[config.mk]
export PLATFORM = sky130hd
export DESIGN_NAME = byte_ring_fifo_overwrite_top
export DESIGN_NICKNAME = d
export VERILOG_FILES = /design/src/hdl/brf_pkg.sv /design/src/hdl/brf_ram.sv /design/src/hdl/brf_ctrl.sv /design/src/hdl/byte_ring_fifo_overwrite_top.sv
export SDC_FILE = /design/constraint.sdc
export NUM_CORES = 1
export LEC_CHECK = 0
export BUFFER_PORTS_ARGS = -buffer_cell sky130_fd_sc_hd__buf_2
export CORE_MARGIN = 2
export CORE_UTILIZATION = 35
export CTS_CLUSTER_DIAMETER = 120
export DETAILED_ROUTE_END_ITERATION = 12
export GPL_TIMING_DRIVEN = 0
export SYNTH_ARGS = -nofsm -noshare
export SYNTH_HDL_FRONTEND = slang
export SYNTH_SLANG_ARGS = --single-unit
[constraint.sdc]
create_clock -name i_clk -period 5 [get_ports i_clk]
set_clock_uncertainty 0.15 [all_clocks]
set_input_delay 0.5 -clock i_clk [delete_from_list [all_inputs] [get_ports i_clk]]
set_output_delay 0.5 -clock i_clk [all_outputs]
set_load 0.01 [all_outputs]
[src/hdl/brf_pkg.sv]
package brf_pkg;

    localparam int FILL_W = 6;

    typedef enum logic [1:0] {
        MODE_WRITE   = 2'd0,
        MODE_PEEK    = 2'd1,
        MODE_CONSUME = 2'd2,
        MODE_SPARE   = 2'd3
    } t_mode;

    typedef enum logic [1:0] {
        ST_WRITTEN  = 2'd0,
        ST_REJECTED = 2'd1,
        ST_READ     = 2'd2,
        ST_EMPTY    = 2'd3
    } t_status;

    typedef struct packed {
        logic [1:0] mode;
        logic [7:0] data_in;
    } t_in_beat;

    typedef struct packed {
        logic [7:0]        data_out;
        logic [1:0]        status;
        logic              last;
        logic [FILL_W-1:0] fill_level;
    } t_out_beat;

endpackage

[src/hdl/brf_ram.sv]
module brf_ram #(
    parameter int WIDTH = 8,
    parameter int DEPTH = 32
) (
    input  logic                     i_clk,
    input  logic                     i_we,
    input  logic [$clog2(DEPTH)-1:0] i_waddr,
    input  logic [WIDTH-1:0]         i_wdata,
    input  logic                     i_re,
    input  logic [$clog2(DEPTH)-1:0] i_raddr,
    output logic [WIDTH-1:0]         o_rdata
);

    logic [WIDTH-1:0] r_mem [DEPTH];
    logic [WIDTH-1:0] r_rdata;

    always_ff @(posedge i_clk) begin
        if (i_we) begin
            r_mem[i_waddr] <= i_wdata;
        end
        if (i_re) begin
            r_rdata <= r_mem[i_raddr];
        end
    end

    assign o_rdata = r_rdata;

endmodule

[src/hdl/brf_ctrl.sv]
module brf_ctrl #(
    parameter int DEPTH = 32
) (
    input  logic              i_clk,
    input  logic              i_rst_n,
    input  logic              i_in_valid,
    input  brf_pkg::t_in_beat i_in,
    output logic              o_in_stall,
    input  logic              i_cfg_valid,
    input  logic              i_cfg_data,
    output logic              o_cfg_ready,
    input  logic              i_out_free,
    output logic              o_emit_valid,
    output brf_pkg::t_out_beat o_emit
);
    import brf_pkg::*;

    localparam int AW = $clog2(DEPTH);
    localparam int CW = $clog2(DEPTH + 1);

    typedef enum logic [1:0] {
        S_IDLE,
        S_EXEC,
        S_RDOUT
    } t_state;

    t_state          r_state, n_state;
    logic [1:0]      r_mode, n_mode;
    logic [7:0]      r_data, n_data;
    logic [AW-1:0]   r_wp, n_wp;
    logic [AW-1:0]   r_rp, n_rp;
    logic [AW-1:0]   r_p, n_p;
    logic [CW-1:0]   r_cnt, n_cnt;
    logic [CW-1:0]   r_left, n_left;
    logic            r_ovw, n_ovw;

    logic            ram_we;
    logic            ram_re;
    logic [AW-1:0]   ram_raddr;
    logic [7:0]      ram_rdata;
    logic            full;
    logic            consume;
    logic            is_last;

    function automatic logic [AW-1:0] next_ptr(input logic [AW-1:0] p);
        return (p == AW'(DEPTH - 1)) ? '0 : p + AW'(1);
    endfunction

    brf_ram #(
        .WIDTH (8),
        .DEPTH (DEPTH)
    ) u_ram (
        .i_clk   (i_clk),
        .i_we    (ram_we),
        .i_waddr (r_wp),
        .i_wdata (r_data),
        .i_re    (ram_re),
        .i_raddr (ram_raddr),
        .o_rdata (ram_rdata)
    );

    assign full        = (r_cnt == CW'(DEPTH));
    assign consume     = r_mode[1];
    assign is_last     = (r_left == CW'(1));
    assign o_in_stall  = (r_state != S_IDLE);
    assign o_cfg_ready = (r_state == S_IDLE);

    always_comb begin
        n_state      = r_state;
        n_mode       = r_mode;
        n_data       = r_data;
        n_wp         = r_wp;
        n_rp         = r_rp;
        n_p          = r_p;
        n_cnt        = r_cnt;
        n_left       = r_left;
        n_ovw        = r_ovw;
        ram_we       = 1'b0;
        ram_re       = 1'b0;
        ram_raddr    = r_rp;
        o_emit_valid = 1'b0;
        o_emit       = '0;

        if (i_cfg_valid && o_cfg_ready) begin
            n_ovw = i_cfg_data;
        end

        unique case (r_state)
            S_IDLE: begin
                if (i_in_valid) begin
                    n_mode  = i_in.mode;
                    n_data  = i_in.data_in;
                    n_state = S_EXEC;
                end
            end
            S_EXEC: begin
                if (r_mode == MODE_WRITE) begin
                    if (i_out_free) begin
                        o_emit_valid = 1'b1;
                        o_emit.last  = 1'b1;
                        if (full && !r_ovw) begin
                            o_emit.status     = ST_REJECTED;
                            o_emit.fill_level = FILL_W'(r_cnt);
                        end else begin
                            ram_we = 1'b1;
                            n_wp   = next_ptr(r_wp);
                            o_emit.status = ST_WRITTEN;
                            if (full) begin
                                n_rp = next_ptr(r_rp);
                                o_emit.fill_level = FILL_W'(r_cnt);
                            end else begin
                                n_cnt = r_cnt + CW'(1);
                                o_emit.fill_level = FILL_W'(r_cnt + CW'(1));
                            end
                        end
                        n_state = S_IDLE;
                    end
                end else if (r_cnt == '0) begin
                    if (i_out_free) begin
                        o_emit_valid  = 1'b1;
                        o_emit.status = ST_EMPTY;
                        o_emit.last   = 1'b1;
                        n_state       = S_IDLE;
                    end
                end else begin
                    ram_re    = 1'b1;
                    ram_raddr = r_rp;
                    n_p       = r_rp;
                    n_left    = r_cnt;
                    n_state   = S_RDOUT;
                end
            end
            S_RDOUT: begin
                if (i_out_free) begin
                    o_emit_valid      = 1'b1;
                    o_emit.data_out   = ram_rdata;
                    o_emit.status     = ST_READ;
                    o_emit.last       = is_last;
                    o_emit.fill_level = consume ? '0 : FILL_W'(r_cnt);
                    if (is_last) begin
                        if (consume) begin
                            n_rp  = r_wp;
                            n_cnt = '0;
                        end
                        n_state = S_IDLE;
                    end else begin
                        n_p       = next_ptr(r_p);
                        ram_re    = 1'b1;
                        ram_raddr = next_ptr(r_p);
                        n_left    = r_left - CW'(1);
                    end
                end
            end
            default: n_state = S_IDLE;
        endcase
    end

    always_ff @(posedge i_clk) begin
        if (!i_rst_n) begin
            r_state <= S_IDLE;
            r_wp    <= '0;
            r_rp    <= '0;
            r_cnt   <= '0;
            r_ovw   <= 1'b1;
            r_left  <= '0;
        end else begin
            r_state <= n_state;
            r_wp    <= n_wp;
            r_rp    <= n_rp;
            r_cnt   <= n_cnt;
            r_ovw   <= n_ovw;
            r_left  <= n_left;
        end
        r_mode <= n_mode;
        r_data <= n_data;
        r_p    <= n_p;
    end

`ifndef SYNTHESIS
    a_cnt_range: assert property (@(posedge i_clk) disable iff (!i_rst_n)
        r_cnt <= CW'(DEPTH))
        else $error("fill count above depth");

    a_ptr_match: assert property (@(posedge i_clk) disable iff (!i_rst_n)
        (r_cnt == '0 || r_cnt == CW'(DEPTH)) |-> (r_wp == r_rp))
        else $error("pointers disagree with fill count");

    a_emit_free: assert property (@(posedge i_clk) disable iff (!i_rst_n)
        o_emit_valid |-> i_out_free)
        else $error("beat emitted into a busy output register");

    a_left_nonzero: assert property (@(posedge i_clk) disable iff (!i_rst_n)
        (r_state == S_RDOUT) |-> (r_left != '0))
        else $error("drain with nothing left");

    a_drain_holds: assert property (@(posedge i_clk) disable iff (!i_rst_n)
        (r_state == S_RDOUT && !i_out_free) |=> (r_state == S_RDOUT && $stable(r_left)))
        else $error("drain advanced while output held");
`endif

endmodule

[src/hdl/byte_ring_fifo_overwrite_top.sv]
// Circular byte FIFO with optional overwrite of the oldest byte.
// Input channel (i_in_valid / o_in_stall / i_in): one beat per item. Mode write
// stores data_in; a full FIFO either drops its oldest byte (overwrite enabled)
// or rejects the byte. Modes peek and consume emit every unread byte, oldest
// first, last set on the final beat; consume then empties the FIFO, and the
// spare mode acts as consume. A read of an empty FIFO yields one beat with
// status empty. Every beat carries the fill level after the item.
// Output channel (o_out_valid / i_out_stall / o_out): one registered beat; a
// stalled beat holds until taken and the sequencer waits for it.
// Config channel (i_cfg_valid / o_cfg_ready / i_cfg_data): overwrite enable,
// taken while no item is in progress.
// Sequence: an item is accepted in the idle state and registered; it executes in
// the execute state, which puts the beat of a write or an empty read into the
// output register. A read fetches its first byte there and emits its bytes from
// the drain state, one byte per cycle while the output is not stalled, out of
// the single read port of the byte store. A new item waits until the last is done.
// Reset: synchronous, active low; clears pointers and fill count, sets
// overwrite enable, drops any pending output beat. Store contents persist.
module byte_ring_fifo_overwrite_top #(
    parameter int DEPTH = 32
) (
    input  logic               i_clk,
    input  logic               i_rst_n,
    input  logic               i_in_valid,
    output logic               o_in_stall,
    input  brf_pkg::t_in_beat  i_in,
    output logic               o_out_valid,
    input  logic               i_out_stall,
    output brf_pkg::t_out_beat o_out,
    input  logic               i_cfg_valid,
    output logic               o_cfg_ready,
    input  logic               i_cfg_data
);
    import brf_pkg::*;

    logic      r_out_valid;
    t_out_beat r_out;
    logic      out_free;
    logic      emit_valid;
    t_out_beat emit;

    assign out_free = !r_out_valid || !i_out_stall;

    brf_ctrl #(
        .DEPTH (DEPTH)
    ) u_ctrl (
        .i_clk        (i_clk),
        .i_rst_n      (i_rst_n),
        .i_in_valid   (i_in_valid),
        .i_in         (i_in),
        .o_in_stall   (o_in_stall),
        .i_cfg_valid  (i_cfg_valid),
        .i_cfg_data   (i_cfg_data),
        .o_cfg_ready  (o_cfg_ready),
        .i_out_free   (out_free),
        .o_emit_valid (emit_valid),
        .o_emit       (emit)
    );

    always_ff @(posedge i_clk) begin
        if (!i_rst_n) begin
            r_out_valid <= 1'b0;
        end else if (out_free) begin
            r_out_valid <= emit_valid;
        end
        if (out_free && emit_valid) begin
            r_out <= emit;
        end
    end

    assign o_out_valid = r_out_valid;
    assign o_out       = r_out;

endmodule

==> metrics.cfg <==
[drt]
dr_total_vias=8845
drc=0
met2_wirelength_um=16600
wl_um=35000
vias_per_cell=5.40
dr_wl_met3_um=2350
ant_nets=0
wl_per_cell_um=21.4
first_pass_iters=7
top_layer=met4
drt-initial-drc-count=937
m1WireLength_um=14900

[placement]
port_buffers=35
dpl_worst_slack_ps=946
place.gp.congestion=0.880
place_area_mm2=0.0144
dpl.hpwl_um=23100

[logic_synthesis]
synth_area_per_cell_um2=13.3
synth_edf_count=296
synth.net_count=1058
ys_async_sr_fraction_pct=0
syn_area_mm2=0.0136
netlist-cell-type-count=67
yosysSeqAreaShare_pct=69.1
ys_dominant_reg_cell=edfxtp_1
postSynthRegisterBits=322
synth_cells=1026
yosysWarnings=0

[pwr]
power.total_uw=6010
powerDensity_mw_per_mm2=386
ir_worst_vdd_v=0.000212
p_leak_uw=0.00519

[timing]
fmax_mhz=241
fin_ws_ps=847
slew_violations=0
layout_min_cycle_time_ps=4150
finalHoldViolCount=0
max_slew_margin_pct=9.71
finalSetupTns_ps=0
fin_crit_sh_pct=83.1
tightestPinTransition_ps=1350
setup_viol=0
grt_setup_unrepaired=false

[final_layout]
fin_util_pct=40.4
drive_gt1_share_pct=11.4
num-fill-cells=3576
postLayoutCellArea_mm2=0.0156
antenna_cells=0
area_growth_pct=14.3
nets=1132
final_common_cell=edfxtp_1
layout.cells.most_common_list=296 x edfxtp_1, 167 x nand2_1, 53 x nor2_1

[worst_setup_path]
end_kind=flip-flop
cp.required_ps=5080
worst_setup_path_start_kind=flip-flop
crit_type=reg2reg
critPathMaxFanout=10
arrival_ps=4230

[clock_network]
cts_sinks=322
post_cts_resized=0
cts_hold_buf=0
clk-insertion-delay-late_ps=520
htreeDepth=2
clk_path_buf_depth=3
cts_setup_buffers=0
cts_tree=yes
cts-buffers-inserted=34
root_buffer=clkbuf_16
path_clk_slew_ps=60

[die]
start_util_pct=35.4
boundaryPins=36
dieWidth_um=201
core_mm2=0.0385
die_area_mm2=0.0405
die_y_um=201
rows=72

[global_routing]
grt_pass1_vias=8600
grt_max_degree=33
antenna_found_initial=0
grt-ovfl-total=0
grt_usage_pct=17.1
grt_pass1_wl_um=52500

[run]
maxCapViolCount=0

[min_path]
min_path_type=in2reg

[status]
outcome=complete, no violations

==> synth_stat cells (14+ instances only) <==
master / number / share of area [%]
a211oi_1: 34 / 1.9
a21oi_1: 23 / 0.85
a311oi_1: 16 / 1.0
a31oi_1: 25 / 1.1
and2_1: 14 / 0.64
and3_1: 32 / 1.5
buf_2: 16 / 0.59
clkbuf_1: 29 / 0.80
dfxtp_1: 26 / 3.8
edfxtp_1: 296 / 65
ha_1: 16 / 1.5
inv_1: 17 / 0.47
mux2i_1: 35 / 2.6
nand2_1: 167 / 4.6
nand3_1: 42 / 1.5
nor2_1: 53 / 1.5
nor2b_1: 18 / 0.83
o21ai_0: 23 / 0.85
o22ai_1: 15 / 0.69
==> flip-flops by register name, indices dropped and copies added, names as in the netlist, 6 cells and up <==
register and cells:
u_ctrl.u_ram.r_mem 256, o_out 17, u_ctrl.r_left 6, u_ctrl.u_ram.o_rdata 8
u_ctrl.r_data 8, u_ctrl.r_cnt 6
==> kinds of logic after synthesis <==
family                     Yosys count  synth area share, %
and+or+nand+nor                    365                 12.6
DFF                                322                 69.1
AOI/OAI and AO/OA                  207                 11.2
buffers and inverters               72                 2.44
muxes                               38                 2.82
adders and majority gates           16                 1.47
xor gates and xnor gates             6                0.386
==> power breakdown <==
part           internal [uW]  total [uW]  switching, uW  leakage, uW
logic                    175         529            354      0.00181
registers               2980        3040           62.7      0.00288
clock network           1430        2430           1000     0.000508
==> critical path, cell delays in order (launching register included) <==
cell,delay [ps]
dfxtp_1,330
inv_1,100
ha_1,150
buf_4,150
a21bo_2,280
a21oi_2,150
buf_4,200
mux2i_1,660
nand2_1,370
o221ai_1,520
nand4_1,220
a221oi_1,590
==> layout make-up <==
type | instances | area (um2) | area share, %
Tap cell | 518 | 648 | 4.17
Buffer | 54 | 264 | 1.70
Clock buffer | 42 | 902 | 5.80
Sequential cell | 322 | 9410 | 60.5
Timing Repair Buffer | 38 | 245 | 1.58
Inverter | 18 | 67.6 | 0.434
Clock inverter | 15 | 151 | 0.973
Multi-Input combinational cell | 632 | 3870 | 24.9
==> per-layer routing <==
layer | track usage [%] | vias up
met4 | 6.25 | 0
met2 | 28.0 | 329
li1 | - | 4071
met5 | 0 | -
met1 | 22.9 | 4379
met3 | 2.85 | 66
==> per-stage QoR <==
| stage | instances | hold slack [ps] |
|---|---|---|
| floorplan | 1026 | 322 |
| global placement | 1579 | 341 |
| detailed placement | 1580 | 353 |
| CTS | 1637 | 5.89 |
| global route | 1639 | 5.98 |
| finish | 1639 | 15.8 |
==> final timing paths <==
kind                      from                 endpoint  slack (ps)  cells past startpoint
max reg2reg  u_ctrl.r_state[0]  u_ctrl.u_ram.o_rdata[6]         850                     11
min reg2reg  u_ctrl.r_state[1]        u_ctrl.r_state[1]         370                      2
max          u_ctrl.r_state[0]  u_ctrl.u_ram.o_rdata[6]         850                     11
min                    i_in[7]         u_ctrl.r_data[7]          20                      1
(Power assumes the default switching activity.)
